$ cat src/scalar_kalman_filter_top_assert.svh
// Assertion macros shared by the filter top and the divider.
`ifndef SCALAR_KALMAN_FILTER_TOP_ASSERT_SVH
`define SCALAR_KALMAN_FILTER_TOP_ASSERT_SVH

// Same-cycle implication, disabled while reset is low.
`define SKF_ASSERT_NOW(lbl, ck, rstn, ante, cons, msg) \
  lbl: assert property (@(posedge ck) disable iff (!(rstn)) (ante) |-> (cons)) \
    else $error(msg);

// Next-cycle implication, disabled while reset is low.
`define SKF_ASSERT_NEXT(lbl, ck, rstn, ante, cons, msg) \
  lbl: assert property (@(posedge ck) disable iff (!(rstn)) (ante) |=> (cons)) \
    else $error(msg);

`endif

$ cat src/skf_pkg.sv
`default_nettype none

package skf_pkg;

  localparam int DATA_W    = 32;
  localparam int GAIN_W    = 17;
  localparam int CFG_IDX_W = 2;
  localparam int STEPS     = 17;
  localparam int CNT_W     = 5;

  // Serial multiplier widths: signed multiplicand, accumulator high half, full product
  localparam int MC_W   = 34;
  localparam int HI_W   = 35;
  localparam int PROD_W = HI_W + GAIN_W;

  // Divider remainder and divisor widths
  localparam int REM_W = 34;
  localparam int DEN_W = 33;

  localparam logic [GAIN_W-1:0] ONE_Q16 = 17'h10000;

  // Register indexes
  localparam logic [CFG_IDX_W-1:0] REG_PROCESS_NOISE     = 2'd0;
  localparam logic [CFG_IDX_W-1:0] REG_MEASUREMENT_NOISE = 2'd1;
  localparam logic [CFG_IDX_W-1:0] REG_INITIAL_COV       = 2'd2;

  localparam logic [DATA_W-1:0] RST_PROCESS_NOISE     = 32'd655;
  localparam logic [DATA_W-1:0] RST_MEASUREMENT_NOISE = 32'd65536;
  localparam logic [DATA_W-1:0] RST_INITIAL_COV       = 32'd65536;

  typedef enum logic [2:0] {
    S_IDLE,
    S_PREP,
    S_DIV,
    S_GAIN,
    S_MUL,
    S_DONE
  } skf_state_t;

  typedef struct packed {
    logic load;
    logic step;
    logic first;
  } skf_div_ctl_t;

  typedef struct packed {
    logic load;
    logic step;
  } skf_mul_ctl_t;

endpackage

`default_nettype wire

$ cat src/scalar_kalman_filter_top.sv
// Scalar Kalman filter, Q16.16. A new measurement is taken only once the last
// one is through: the block predicts the covariance, runs the restoring
// divider that forms the gain one bit per cycle, loads the multipliers, runs
// the two bit-serial multipliers (estimate correction and covariance shrink,
// side by side), rounds, clamps and loads the output register, and returns to
// idle, where the next measurement is taken. The round/clamp step stretches
// while an earlier result still waits in a stalled output register.
// in_stall is low only while the block is idle; the result waits in the
// output register, and a new measurement may be taken while it waits. The
// first measurement after reset loads the estimate and the initial
// covariance. Configuration writes are taken at any time but belong in idle.
`default_nettype none

`include "scalar_kalman_filter_top_assert.svh"

module scalar_kalman_filter_top (
  input  wire logic                                  clk,
  input  wire logic                                  rst_n,
  input  wire logic                                  in_valid,
  output logic                                       in_stall,
  input  wire logic signed [skf_pkg::DATA_W-1:0]     in_measurement,
  output logic                                       out_valid,
  input  wire logic                                  out_stall,
  output logic signed      [skf_pkg::DATA_W-1:0]     out_filtered_value,
  output logic             [skf_pkg::DATA_W-1:0]     out_error_covariance,
  output logic             [skf_pkg::GAIN_W-1:0]     out_gain,
  input  wire logic                                  cfg_we,
  input  wire logic        [skf_pkg::CFG_IDX_W-1:0]  cfg_index,
  input  wire logic        [skf_pkg::DATA_W-1:0]     cfg_data
);
  import skf_pkg::*;

  skf_state_t state_r, state_nxt;
  logic [CNT_W-1:0] cnt_r;
  logic             last_step;

  logic [DATA_W-1:0] q_r, r_r, p0_r;
  logic signed [DATA_W-1:0] est_r;
  logic [DATA_W-1:0] cov_r;
  logic              await_r;
  logic signed [DATA_W-1:0] meas_r;

  logic [DATA_W-1:0]        pred_r;
  logic signed [DEN_W-1:0]  diff_r;
  logic [GAIN_W-1:0]        gain_r;

  logic              in_accept, out_accept, done_go;
  skf_div_ctl_t      div_ctl;
  skf_mul_ctl_t      mul_ctl;

  logic [DATA_W:0]   pred_sum;
  logic [DATA_W-1:0] pred_c;
  logic [DEN_W-1:0]  den_c;
  logic signed [DEN_W-1:0] diff_c;
  logic [GAIN_W-1:0] quotient;

  logic signed [PROD_W-1:0] eprod, cprod;
  logic signed [PROD_W-16-1:0] delta;
  logic signed [PROD_W-16:0]   est_sum;
  logic signed [DATA_W-1:0]    est_new;
  logic [DATA_W:0]             cov_sum;
  logic [DATA_W-1:0]           cov_new;

  logic                     out_valid_r;
  logic signed [DATA_W-1:0] out_fv_r;
  logic [DATA_W-1:0]        out_cov_r;
  logic [GAIN_W-1:0]        out_gain_r;

  assign in_accept  = in_valid && !in_stall;
  assign out_accept = out_valid_r && !out_stall;
  assign done_go    = !out_valid_r || !out_stall;
  assign last_step  = (cnt_r == CNT_W'(STEPS - 1));

  // Next state
  always_comb begin
    state_nxt = state_r;
    unique case (state_r)
      S_IDLE: if (in_accept) state_nxt = S_PREP;
      S_PREP: state_nxt = S_DIV;
      S_DIV:  if (last_step) state_nxt = S_GAIN;
      S_GAIN: state_nxt = S_MUL;
      S_MUL:  if (last_step) state_nxt = S_DONE;
      S_DONE: if (done_go) state_nxt = S_IDLE;
      default: state_nxt = S_IDLE;
    endcase
  end

  // Control outputs
  always_comb begin
    in_stall      = 1'b1;
    div_ctl       = '0;
    mul_ctl       = '0;
    unique case (state_r)
      S_IDLE: in_stall = 1'b0;
      S_PREP: div_ctl.load = 1'b1;
      S_DIV: begin
        div_ctl.step  = 1'b1;
        div_ctl.first = (cnt_r == '0);
      end
      S_GAIN: mul_ctl.load = 1'b1;
      S_MUL:  mul_ctl.step = 1'b1;
      S_DONE: ;
      default: ;
    endcase
  end

  always_ff @(posedge clk) begin
    if (!rst_n) begin
      state_r <= S_IDLE;
      cnt_r   <= '0;
    end else begin
      state_r <= state_nxt;
      if (state_r == S_DIV || state_r == S_MUL) begin
        cnt_r <= last_step ? '0 : cnt_r + 1'b1;
      end else begin
        cnt_r <= '0;
      end
    end
  end

  // Configuration registers
  always_ff @(posedge clk) begin
    if (!rst_n) begin
      q_r  <= RST_PROCESS_NOISE;
      r_r  <= RST_MEASUREMENT_NOISE;
      p0_r <= RST_INITIAL_COV;
    end else if (cfg_we) begin
      unique case (cfg_index)
        REG_PROCESS_NOISE:     q_r  <= cfg_data;
        REG_MEASUREMENT_NOISE: r_r  <= cfg_data;
        REG_INITIAL_COV:       p0_r <= cfg_data;
        default: ;
      endcase
    end
  end

  // Prediction, divisor and innovation
  always_comb begin
    pred_sum = {1'b0, cov_r} + {1'b0, q_r};
    pred_c   = pred_sum[DATA_W] ? '1 : pred_sum[DATA_W-1:0];
    den_c    = {1'b0, pred_c} + {1'b0, r_r};
    diff_c   = {meas_r[DATA_W-1], meas_r} - {est_r[DATA_W-1], est_r};
  end

  always_ff @(posedge clk) begin
    if (state_r == S_PREP) begin
      pred_r <= pred_c;
      diff_r <= diff_c;
    end
    if (state_r == S_GAIN) begin
      gain_r <= quotient;
    end
    if (in_accept) begin
      meas_r <= in_measurement;
    end
  end

  skf_div u_div (
    .clk      (clk),
    .rst_n    (rst_n),
    .ctl      (div_ctl),
    .pred     (pred_c),
    .den      (den_c),
    .quotient (quotient)
  );

  skf_mul u_mul_est (
    .clk   (clk),
    .ctl   (mul_ctl),
    .mcand ({diff_r[DEN_W-1], diff_r}),
    .mult  (quotient),
    .prod  (eprod)
  );

  skf_mul u_mul_cov (
    .clk   (clk),
    .ctl   (mul_ctl),
    .mcand ({2'b00, pred_r}),
    .mult  (ONE_Q16 - quotient),
    .prod  (cprod)
  );

  // Round half up, correct the estimate and clamp; shrink the covariance
  always_comb begin
    delta   = eprod[PROD_W-1:16] + {{(PROD_W-17){1'b0}}, eprod[15]};
    est_sum = {{(PROD_W-16-DATA_W+1){est_r[DATA_W-1]}}, est_r} + {delta[PROD_W-17], delta};
    if (!est_sum[PROD_W-16] && (|est_sum[PROD_W-17:DATA_W-1])) begin
      est_new = {1'b0, {(DATA_W-1){1'b1}}};
    end else if (est_sum[PROD_W-16] && !(&est_sum[PROD_W-17:DATA_W-1])) begin
      est_new = {1'b1, {(DATA_W-1){1'b0}}};
    end else begin
      est_new = est_sum[DATA_W-1:0];
    end
    cov_sum = cprod[DATA_W+16:16] + {{DATA_W{1'b0}}, cprod[15]};
    cov_new = cov_sum[DATA_W-1:0];
  end

  // Filter state
  always_ff @(posedge clk) begin
    if (!rst_n) begin
      est_r   <= '0;
      cov_r   <= '0;
      await_r <= 1'b1;
    end else if (in_accept && await_r) begin
      est_r   <= in_measurement;
      cov_r   <= p0_r;
      await_r <= 1'b0;
    end else if (state_r == S_DONE && done_go) begin
      est_r <= est_new;
      cov_r <= cov_new;
    end
  end

  // Output register
  always_ff @(posedge clk) begin
    if (!rst_n) begin
      out_valid_r <= 1'b0;
    end else if (state_r == S_DONE && done_go) begin
      out_valid_r <= 1'b1;
    end else if (out_accept) begin
      out_valid_r <= 1'b0;
    end
  end

  always_ff @(posedge clk) begin
    if (state_r == S_DONE && done_go) begin
      out_fv_r   <= est_new;
      out_cov_r  <= cov_new;
      out_gain_r <= gain_r;
    end
  end

  assign out_valid            = out_valid_r;
  assign out_filtered_value   = out_fv_r;
  assign out_error_covariance = out_cov_r;
  assign out_gain             = out_gain_r;

  `SKF_ASSERT_NOW(a_gain_at_most_one, clk, rst_n, out_valid_r,
    out_gain_r <= ONE_Q16, "gain above one")
  `SKF_ASSERT_NOW(a_cov_not_above_pred, clk, rst_n, state_r == S_DONE,
    cov_new <= pred_r, "updated covariance exceeds prediction")
  `SKF_ASSERT_NEXT(a_done_loads_output, clk, rst_n, state_r == S_DONE && done_go,
    out_valid_r && state_r == S_IDLE, "result not loaded on completion")
  `SKF_ASSERT_NOW(a_first_flag_cleared, clk, rst_n, state_r != S_IDLE,
    !await_r, "first-sample flag set during a transaction")

endmodule

`default_nettype wire

$ cat src/skf_div.sv
`default_nettype none

`include "scalar_kalman_filter_top_assert.svh"

// Restoring divider, one quotient bit per step, numerator = pred * 2^16.
module skf_div (
  input  wire logic                            clk,
  input  wire logic                            rst_n,
  input  wire skf_pkg::skf_div_ctl_t           ctl,
  input  wire logic [skf_pkg::DATA_W-1:0]      pred,
  input  wire logic [skf_pkg::DEN_W-1:0]       den,
  output logic      [skf_pkg::GAIN_W-1:0]      quotient
);
  import skf_pkg::*;

  logic [REM_W-1:0]  rem_r, rem_nxt;
  logic [DEN_W-1:0]  den_r;
  logic [GAIN_W-1:0] quo_r, quo_nxt;
  logic [REM_W-1:0]  trial;
  logic              ge;

  // First step compares the remainder as loaded, later steps shift in a zero
  always_comb begin
    trial   = ctl.first ? rem_r : {rem_r[REM_W-2:0], 1'b0};
    ge      = (trial >= {1'b0, den_r});
    rem_nxt = ge ? (trial - {1'b0, den_r}) : trial;
    quo_nxt = {quo_r[GAIN_W-2:0], ge};
  end

  always_ff @(posedge clk) begin
    if (ctl.load) begin
      rem_r <= {{(REM_W-DATA_W){1'b0}}, pred};
      den_r <= den;
      quo_r <= '0;
    end else if (ctl.step) begin
      rem_r <= rem_nxt;
      quo_r <= quo_nxt;
    end
  end

  // Zero divisor gives zero gain
  assign quotient = (den_r == '0) ? '0 : quo_r;

  `SKF_ASSERT_NEXT(a_rem_below_den, clk, rst_n, ctl.step && !ctl.load,
    (rem_r < {1'b0, den_r}) || (den_r == '0), "divider remainder not below divisor")

endmodule

`default_nettype wire

$ cat src/skf_mul.sv
`default_nettype none

// Shift-add multiplier: signed multiplicand times unsigned 17-bit multiplier,
// one multiplier bit per step, LSB first.
module skf_mul (
  input  wire logic                               clk,
  input  wire skf_pkg::skf_mul_ctl_t              ctl,
  input  wire logic signed [skf_pkg::MC_W-1:0]    mcand,
  input  wire logic        [skf_pkg::GAIN_W-1:0]  mult,
  output logic signed      [skf_pkg::PROD_W-1:0]  prod
);
  import skf_pkg::*;

  logic signed [MC_W-1:0]   mc_r;
  logic        [GAIN_W-1:0] mr_r;
  logic signed [HI_W-1:0]   hi_r;
  logic        [GAIN_W-1:0] lo_r;
  logic signed [HI_W-1:0]   sum;

  // Add the multiplicand into the high half when the current bit is set
  always_comb begin
    sum = hi_r + (mr_r[0] ? {{(HI_W-MC_W){mc_r[MC_W-1]}}, mc_r} : '0);
  end

  always_ff @(posedge clk) begin
    if (ctl.load) begin
      mc_r <= mcand;
      mr_r <= mult;
      hi_r <= '0;
      lo_r <= '0;
    end else if (ctl.step) begin
      hi_r <= {sum[HI_W-1], sum[HI_W-1:1]};
      lo_r <= {sum[0], lo_r[GAIN_W-1:1]};
      mr_r <= {1'b0, mr_r[GAIN_W-1:1]};
    end
  end

  assign prod = {hi_r, lo_r};

endmodule

`default_nettype wire

$ cat config.mk
export PLATFORM = sky130hd
export DESIGN_NAME = scalar_kalman_filter_top
export DESIGN_NICKNAME = d
export VERILOG_FILES = /design/src/skf_pkg.sv /design/src/scalar_kalman_filter_top.sv /design/src/skf_div.sv /design/src/skf_mul.sv
export VERILOG_INCLUDE_DIRS = /design/src /design/src/src
export SDC_FILE = /design/constraint.sdc
export NUM_CORES = 1
export LEC_CHECK = 0
export BUFFER_PORTS_ARGS = -buffer_cell sky130_fd_sc_hd__clkbuf_2
export CAP_MARGIN = 25
export CORE_ASPECT_RATIO = 0.75
export CORE_MARGIN = 5
export CORE_UTILIZATION = 63
export DETAILED_ROUTE_END_ITERATION = 7
export PLACE_DENSITY_LB_ADDON = 0.1
export SYNTH_ARGS = -nofsm -noshare
export SYNTH_HDL_FRONTEND = slang
export SYNTH_SLANG_ARGS = --single-unit
$ cat constraint.sdc
create_clock -name clk -period 7.6 [get_ports clk]
set_input_delay 1.14 -clock clk [delete_from_list [all_inputs] [get_ports clk]]
set_output_delay 1.14 -clock clk [all_outputs]
set_load 0.01 [all_outputs]
# Word-level counts from Yosys, hierarchy flattened
# Cells that the tools add are included.
# Widths: inputs -> output; s select.
[word_totals]
reg_bits = 650
input_bits = 71
output_inout_bits = 83
wordCells = 111
[op_classes]
n_addsub = 11
order_cmp = 1
n_eq_ne = 12
n_mux = 30
bitwise = 2
reduce_logical = 27
[op_table]
columns = ["cell", "n"]
rows = [
  ["$mux 32", 10],
  ["$mux 17", 5],
  ["$mux 34", 2],
  ["$add 32x32->33", 2],
  ["$add 32x36->37", 1],
  ["$add 35x2->36", 1],
  ["$add 34x33->35", 1],
  ["$add 35x35->35", 1],
  ["$mux 35", 1],
  ["$ge 34x33->1", 1],
  ["$sub 34x33->34", 1],
  ["$logic_not 33->1", 1],
  ["$sub 32x32->33", 1],
  ["$add 32x1->32", 1],
  ["$pmux 3 s6", 1],
  ["$sub 17x17->17 const A", 1],
  ["$mux 3", 4],
  ["$ne 2x2->1 const B", 4],
  ["$reduce_bool 2->1", 4],
  ["$eq 3x2->1 const B", 2],
  ["$eq 3x3->1 const B", 2],
  ["$logic_and 1x1->1", 6],
  ["$mux 1", 6],
  ["$reduce_and 2->1", 3],
  ["16 further kinds", 21],
]

# Longest topological paths before layout
# Gate-level depths: netlist (run 1).
[depth]
ltp_word = 9
mapped_depth = 28

# Modules after synthesis
# Synthesis (run 1) repeated with hierarchy kept, for this count alone.
[unflattened]
hier_cells = 3961
area_unflattened_um2 = 38299.2
[by_module_without_submodules]
columns = ["mod", "n_inst", "cells_each", "area_per_inst_um2", "seq_area_each_um2"]
rows = [
  ["scalar_kalman_filter_top", 1, 2266, 21304.2, 9258.9],
  ["skf_div", 1, 610, 5875.6, 2332.2],
  ["skf_mul at u_mul_cov", 1, 552, 5611.6, 2552.4],
  ["skf_mul at u_mul_est", 1, 533, 5507.8, 2552.4],
]

# Least setup slack after synthesis (run 1)
# OpenSTA, ideal clock, no wires.
[synth_timing]
path_kind = "reg-to-reg"
from = "register q_r[0]"
to = "register u_div.den_r[31] (data pin)"
t_arrival_ps = 5851
required_ps = 7338
path_slack_ps = 1487
stages_incl_launch_ff = 27
path_buffers = 2
synth_period_minus_slack_ps = 6113
path_cell_list = "dfxtp_1 ha_1 fa_1 a211oi_1 o21bai_1 o211ai_1 a211oi_1 o21ai_0 a211oi_1 o211ai_1 nand2_1 o31a_1 clkbuf_1 clkbuf_1 or2_2 ha_1 a21oi_1 o21ai_0 a21o_1 a2111oi_2 a211oi_1 or3_1 o31a_1 and4_1 a2111oi_2 a21oi_1 xor2_1"
[synth_between]
elab_chain_cells = 3
[synth_rtl]
columns = ["item", "line_no", "rtl"]
rows = [
  ["start: declaration", "scalar_kalman_filter_top.sv:37", "logic [DATA_W-1:0] q_r, r_r, p0_r;"],
  ["start signal: assignment", "scalar_kalman_filter_top.sv:129", "REG_PROCESS_NOISE: q_r <= cfg_data;"],
  ["$add 32x32->33", "scalar_kalman_filter_top.sv:139", "pred_sum = {1'b0, cov_r} + {1'b0, q_r};"],
  ["$mux 32", "scalar_kalman_filter_top.sv:140", "pred_c = pred_sum[DATA_W] ? '1 : pred_sum[DATA_W-1:0];"],
  ["via pred_c[18]", "scalar_kalman_filter_top.sv:52", "logic [DATA_W-1:0] pred_c;"],
  ["$add 32x32->33", "scalar_kalman_filter_top.sv:141", "den_c = {1'b0, pred_c} + {1'b0, r_r};"],
  ["via den_c[31]", "scalar_kalman_filter_top.sv:53", "logic [DEN_W-1:0] den_c;"],
  ["end signal: assignment", "skf_div.sv:33", "den_r <= den;"],
  ["end: declaration", "skf_div.sv:17", "logic [DEN_W-1:0] den_r;"],
]
# The timed path passes the listed nets, and every way through them passes these cells.
# A chain may end at the register's enable or synchronous reset.

# Final worst setup path (run 1)
[layout_timing]
from = "register q_r[0]"
to = "register u_div.den_r[32] (data pin)"
# Same word-level chain as after synthesis.

==> results of run 1 <==
## synth_stat cells (all sizes together) (32+ instances only)
| library cell | count |
|---|---|
| nand2 | 656 |
| a21oi | 367 |
| edfxtp | 359 |
| dfxtp | 261 |
| ha | 234 |
| o21ai | 181 |
| nor2 | 163 |
| inv | 159 |
| xnor2 | 144 |
| clkbuf | 121 |
| a21o | 100 |
| xor2 | 89 |
| and2 | 88 |
| nand3 | 68 |
| o21a | 56 |
| nand2b | 50 |
| nor3 | 45 |
| a22oi | 44 |
| o21bai | 37 |
| o31ai | 33 |
| nand4 | 32 |
## sequential cells by signal (all words and copies together), names as in the netlist, 33 cells and up
register        flops
diff_r             33
u_mul_est.mc_r     33
u_div.den_r        33
u_mul_est.hi_r     34
u_mul_cov.hi_r     34
u_div.rem_r        34
## area by class of cell
class	instances	area (sq um)	share of cell area, %
multi-input cells	2758	17600	46.0
flip-flops and latches	620	16000	41.9
clock buffers	83	1680	4.40
repair buffers	193	1100	2.88
well taps	722	903	2.36
inverters	159	607	1.59
clock inverters	31	334	0.874
## layout by cell type, fill, tap and decap left out, drive strengths merged, types with 33 or more instances in the layout
cell	Yosys	routed
nand2	656	656
o31ai	33	33
a21oi	367	367
a21o	100	100
o21bai	37	37
xor2	89	89
a22oi	44	44
clkbuf	121	236
edfxtp	359	359
nor2	163	163
xnor2	144	144
and2	88	88
nand2b	50	50
dfxtp	261	261
o21a	56	56
nor3	45	45
o21ai	181	181
inv	159	161
buf	26	39
ha	234	234
nand3	68	68
## power by group
| group | switching [mW] | leakage [nW] | internal, mW |
|---|---|---|---|
| combinational | 3.30 | 9.38 | 1.86 |
| sequential | 0.333 | 5.42 | 4.36 |
| clock | 1.33 | 0.982 | 1.75 |
## metal layers
layer | up-vias | track usage (%) | part of all wire (%)
li1 | 13400 | - | -
met1 | 13800 | 47.4 | 46
met2 | 1206 | 47.5 | 43
met3 | 149 | 6.65 | 9.3
met4 | 0 | 7.91 | 2.5
met5 | - | 0 | 0
## metrics by stage
stage | cells | area, sq um
6_report | 4566 | 38200
5_1_grt | 4566 | 38200
4_1_cts | 4561 | 38200
3_5_place_dp | 4447 | 36100
3_3_place_gp | 4447 | 36100
2_1_floorplan | 3684 | 34800
## worst paths after layout
path,startpoint,endpoint,cells after the start
max,q_r[0],u_div.den_r[32],27
min,diff_r[0],u_mul_est.mc_r[0],0
max reg2reg,q_r[0],u_div.den_r[32],27
min reg2reg,diff_r[0],u_mul_est.mc_r[0],0
## kinds of logic after synthesis
group	share of synthesized area, %
AO/OA/AOI/OAI	18.7
XOR/XNOR	5.86
adder cells (fa/ha/maj)	8.87
buffers and inverters	3.56
flip-flops	46.0
multiplexers	0.633
AND/OR/NAND/NOR	16.4
==> reports/qor_table.md, run 1 <==
| Item | Reported |
|---|---|
| Most repeated library cell on the critical path | o21ai_0 |
| Worst setup path category | reg2reg |
| Cell count after synthesis | 3684 |
| Setup repair after global routing missed its margin | no |
| Number of diodes | 0 |
| Floorplan die area | 60100 sq um |
| Post-route minimum period | 7.12 ns |
| Worst IR drop on VDD | 285 uV |
| TritonCTS clock tree | built |
| HPWL after detailed placement | 71200 um |
| Reg2reg setup slack | 0.48 ns |
| Count of buffers added by post-CTS timing repair for setup | 0 |
| Clock transition at the registers of the reported paths | 0.06 ns |
| DRC viols | 0 |
| Overall die width | 281 um |
| Count of max-cap constraint violations | 0 |
| Register bit total from synthesis | 620 |
| Starting utilization of the core area | 63.8% |
| Total count of hold-check failures in the final report | 0 |
| Setup crit start kind | register |
| Standard-cell rows | 74 |
| Clock insertion delay at the later pin of the skew report | 0.63 ns |
| Utilization after layout | 70.1% |
| First-pass GRT wire length | 152000 um |
| Initial antenna violation count | 2 |
| Setup clock skew after layout | 0.0210 ns |
| Vert. Die Dim | 214 um |
| Family of cells with the greatest summed delay on the critical path | compound AO/OA/AOI/OAI gates |
| Resized cells post-CTS | 0 |
| Post-synthesis cell area | 34800 sq um |
| GP Congestion | 0.970 |
| Endpoints failing setup | 0 |
| CTS H-Tree Depth | 2 |
| Standby leakage power | 15.8 nW |
| Cell accounting for the most synthesized area | edfxtp_1 |
| Via count of the first global-routing pass | 27200 |
| CP Max Fanout | 28 |
| Hold buffers post-CTS | 0 |
| EDFF count, synth | 359 |
| Required @ worst endpoint | 7.95 ns |
| Power Dens Cells | 338 nW/um^2 |
| Post-Syn Nets | 3997 |
| Core outline area | 54500 sq um |
| I/O Buffers | 153 |
| Largest cells by area after synthesis | edfxtp_1 (31%), dfxtp_1 (15%), ha_1 (8.4%), nand2_1 (7.0%), a21oi_1 (5.1%) |
| Actual slew at the worst max-slew pin | 1.11 ns |
| Worst-case clock buffer depth | 3 |
| Mean number of vias per cell | 6.25 |
| Sequential area share after synthesis | 46.0% |
| Fraction of layout instances using a drive strength above 1 | 9.81% |
| Type of the most critical hold path | reg2reg |
| Placement Setup Slack | 0.455 ns |
| Count of nets left with antenna violations after detail routing | 0 |
| Top-area cell type share of the netlist area | 31.0% |
| Sum of negative setup slack | 0 ns |
| Buffer and inverter count on the worst path | 2 |
| Element type at the critical path end | register |
| Yosys warnings | 0 |
| Number of distinct standard cells referenced by the synthesized netlist | 89 |
| Cell with the largest stage delay on the worst path | o41ai_1 |
| Outcome | completed |
| Primary flip-flop cell chosen by synthesis mapping | edfxtp_1 |
| GRT Total Usage | 31.6% |
| Routed wirelength normalized by instance count | 21.3 um |
| Number of violations reported at the end of detailed-routing iteration 0 | 2916 |
| Final layout net count | 4106 |
| Power after layout | 12.9 mW |
| Syn avg cell area | 9.45 sq um |
| Slew Limit Fails | 0 |
| Sum of routed wire length over all layers | 97300 um |
| Worst path arrival time | 7.48 ns |
| Largest net degree at the start of global routing | 86 |
| CTS sink count | 620 |
| Area added between synthesis and finish | 9.83% |
| Total overflow reported by the global router | 0 |
| TritonCTS buffer count | 61 |
| Buffer cell driving the clock tree root | clkbuf_16 |
| Fraction of registers with async set/reset | 0% |
| Number of I/O pins | 154 |
| Filler cell count in the final layout | 4254 |
| Hold Slack | 0.418 ns |
| First-pass DRT Iterations | 7 |
| Fmax | 140 MHz |
| Least setup slack across all paths after layout | 0.475 ns |
| Total number of vias | 28500 |
| CP max stage delay | 0.48 ns |
| Share of the clock period used by the worst path after layout | 93.7% |
| Rel. slew slack | 23.9% |
(Power assumes the default switching activity.)
==> run 2, diff against run 1 <==
--- a/config.mk
+++ b/config.mk
@@ -10,7 +10,7 @@
 export CAP_MARGIN = 25
 export CORE_ASPECT_RATIO = 0.75
 export CORE_MARGIN = 5
-export CORE_UTILIZATION = 63
+export CORE_UTILIZATION = 45
 export DETAILED_ROUTE_END_ITERATION = 7
 export PLACE_DENSITY_LB_ADDON = 0.1
 export SYNTH_ARGS = -nofsm -noshare
==> reports/qor_table.md, run 2 (same netlist as run 1, synthesis figures left out) <==
| Item | Reported | Change |
|---|---|---|
| Outcome | completed |  |
| Setup clock skew after layout | 0.0217 ns | +0.000695 ns |
| Design internal power | 8.09 mW | +1.4% |
| Power after layout | 13.0 mW | +0.15% |
| Placed insts | 4755 | +6.9% |
| Post-route non-filler standard cell count | 4883 | +6.9% |
| Endpoints failing setup | 0 | unchanged |
| Top Registers | u_div.rem_r: 34 flops, u_mul_cov.hi_r: 34 flops, u_mul_est.hi_r: 34 flops |  |
| Area used by sequential logic in the layout | 16000 sq um | unchanged |
| TritonCTS clock tree | built |  |
| Final layout net count | 4107 | +0.024% |
| Count of max-cap constraint violations | 0 | unchanged |
| Clock insertion delay at the later pin of the skew report | 0.62 ns | about the same |
| Worst path arrival time | 7.54 ns | +0.06 ns |
| Required @ worst endpoint | 7.95 ns | about the same |
| Sum of negative setup slack | 0 ns | unchanged |
| Worst IR drop on VDD | 269 uV | -5.7% |
| GP Congestion | 0.904 | -6.8% |
| Reg power frac | 36.0% | -0.2 points |
| CTS H-Tree Depth | 3 | +1 |
| DRC viols | 0 | unchanged |
| Element type at the critical path end | register |  |
| Cell depth of the worst flop-to-flop path | 24 | -11% |
| Standby leakage power | 15.8 nW | +0.22% |
| Power Dens Cells | 335 nW/um^2 | -1.1% |
| Number of violations reported at the end of detailed-routing iteration 0 | 2240 | -23% |
| Setup crit start kind | register |  |
| Core outline area | 76700 sq um | +41% |
| Floorplan die area | 83100 sq um | +38% |
| Hold depth | 0 | unchanged |
| Resized cells post-CTS | 0 | unchanged |
| Setup repair after global routing missed its margin | no |  |
| Share of the clock period used by the worst path after layout | 94.7% | +0.90 points |
| Total area of multi-input combinational cells | 17600 sq um | about the same |
| Sum of routed wire length over all layers | 95800 um | -1.5% |
| Number of I/O pins | 154 | unchanged |
| Total overflow reported by the global router | 0 | unchanged |
| Met2 track demand over resource in global routing | 32.0% | -15 points |
| Initial antenna violation count | 5 | +3 |
| GRT Total Usage | 22.4% | -9.2 points |
| Overall die width | 331 um | +18% |
| Combinational share of power | 38.9% | -1.0 points |
| Filler cell count in the final layout | 7294 | +71% |
| Least setup slack across all paths after layout | 0.406 ns | -0.0686 ns |
| First-pass GRT wire length | 146000 um | -3.6% |
| Worst setup path category | reg2reg |  |
| Most common cell after layout, fill and taps aside | nand2_1 |  |
| Post-route minimum period | 7.19 ns | +0.0686 ns |
| Fmax | 139 MHz | -0.95% |
| Buffer cell driving the clock tree root | clkbuf_16 |  |
| Rel. slew slack | 26.2% | +2.3 points |
| Area added between synthesis and finish | 11.3% |  |
| Switching part of the total | 37.6% | -0.79 points |
| Routed wirelength normalized by instance count | 19.6 um | -7.9% |
| Reported net switching power | 4.87 mW | -1.9% |
| Count of nets left with antenna violations after detail routing | 0 | unchanged |
| Reg2reg setup slack | 0.41 ns | -0.07 ns |
| Met3 usage in global routing | 4.40% | -2.3 points |
| Placement-stage cell area | 36500 sq um | +1.0% |
| Via count of the first global-routing pass | 25000 | -8.3% |
| Clock transition at the registers of the reported paths | 0.06 ns | about the same |
| Power share of the clock group | 25.0% | +1.1 points |
| Placement Setup Slack | 0.471 ns | +0.0158 ns |
| Final design instance area without fill | 38700 sq um | +1.3% |
| Slew Limit Fails | 0 | unchanged |
| Actual slew at the worst max-slew pin | 1.10 ns | -0.0119 ns |
| Type of the most critical hold path | reg2reg |  |
| Vert. Die Dim | 251 um | +17% |
| First-pass DRT Iterations | 6 | -1 |
| Hold buffers post-CTS | 0 | unchanged |
| Total count of hold-check failures in the final report | 0 | unchanged |
| Total number of vias | 27100 | -5.1% |
| Starting utilization of the core area | 45.4% | -18 points |
| Worst-case clock buffer depth | 3 | unchanged |
| Global-route track usage on met1 | 34.7% | -13 points |
| Global routing's busiest layer | met1 |  |
| TritonCTS buffer count | 68 | +11% |
| Fraction of layout instances using a drive strength above 1 | 9.67% | -0.14 points |
| Count of buffers added by post-CTS timing repair for setup | 0 | unchanged |
| CTS sink count | 620 | unchanged |
| Mean number of vias per cell | 5.55 | -11% |
| Standard-cell rows | 88 | +19% |
| HPWL after detailed placement | 70400 um | -1.1% |
| I/O Buffers | 153 | unchanged |
| Leading cell types in the layout, fill and taps excluded | nand2_1 (644), edfxtp_1 (359), a21oi_1 (357), dfxtp_1 (261), ha_1 (234) |  |
| Largest net degree at the start of global routing | 85 | -1.2% |
| CP Max Fanout | 24 | -14% |
run 2: area by class of cell:
cell class                      instances  share of cell area [%]
Clock buffer                           99                    5.02
Clock inverter                         24                   0.507
Inverter                              159                    1.57
Tap cell                             1035                    3.34
Timing Repair Buffer                  187                    2.74
Antenna cell                            1                 0.00646
Sequential cell                       620                    41.3
Multi-Input combinational cell       2758                    45.5
run 2: per-stage QoR:
stage          hold slack, ns  utilization, %
3_5_place_dp            0.405            47.6
2_1_floorplan           0.400               -
6_report                0.417            50.5
4_1_cts                 0.416            50.4
3_3_place_gp            0.400            47.6
5_1_grt                 0.424            50.5
run 2: power groups by stage:
stage	clock network [mW]	logic [mW]	registers (mW)
finish	3.24	5.05	4.67
global route	3.48	5.61	4.72
CTS	3.33	5.03	4.67
detailed placement	0	4.99	4.74
global placement	0	5.01	4.74
floorplan	0	3.85	4.63
run 2: path summary, 6_finish.rpt:
path                            startpoint           endpoint
worst max-delay path                q_r[0]    u_div.den_r[31]
worst max register to register      q_r[0]    u_div.den_r[31]
worst min-delay path             diff_r[5]  u_mul_est.mc_r[5]
worst min register to register   diff_r[5]  u_mul_est.mc_r[5]
run 2: worst max-delay path, stage by stage (launching register included):
cell and delay [ns]:
dfxtp_1 0.31, ha_1 0.23, fa_1 0.43, a211oi_1 0.32, o21bai_1 0.18, o211ai_1 0.31
a211oi_1 0.18, o21ai_0 0.47, a211oi_1 0.18, o211ai_1 0.19, nand2_1 0.11, o31a_2 0.49
or2_2 0.38, ha_1 0.36, a21o_1 0.19, a21oi_1 0.25, nor2_1 0.15, a2111oi_2 0.39
a211oi_1 0.18, or3_1 0.40, o31a_1 0.28, and4_1 0.22, a2111oi_2 0.44, a21oi_1 0.14
xor2_1 0.16
run 2: per-layer routing:
layer	part of all wire (%)	vias up
li1	-	13500
met5	0	-
met4	2.3	0
met2	41	648
met3	6.4	116
met1	50	12900
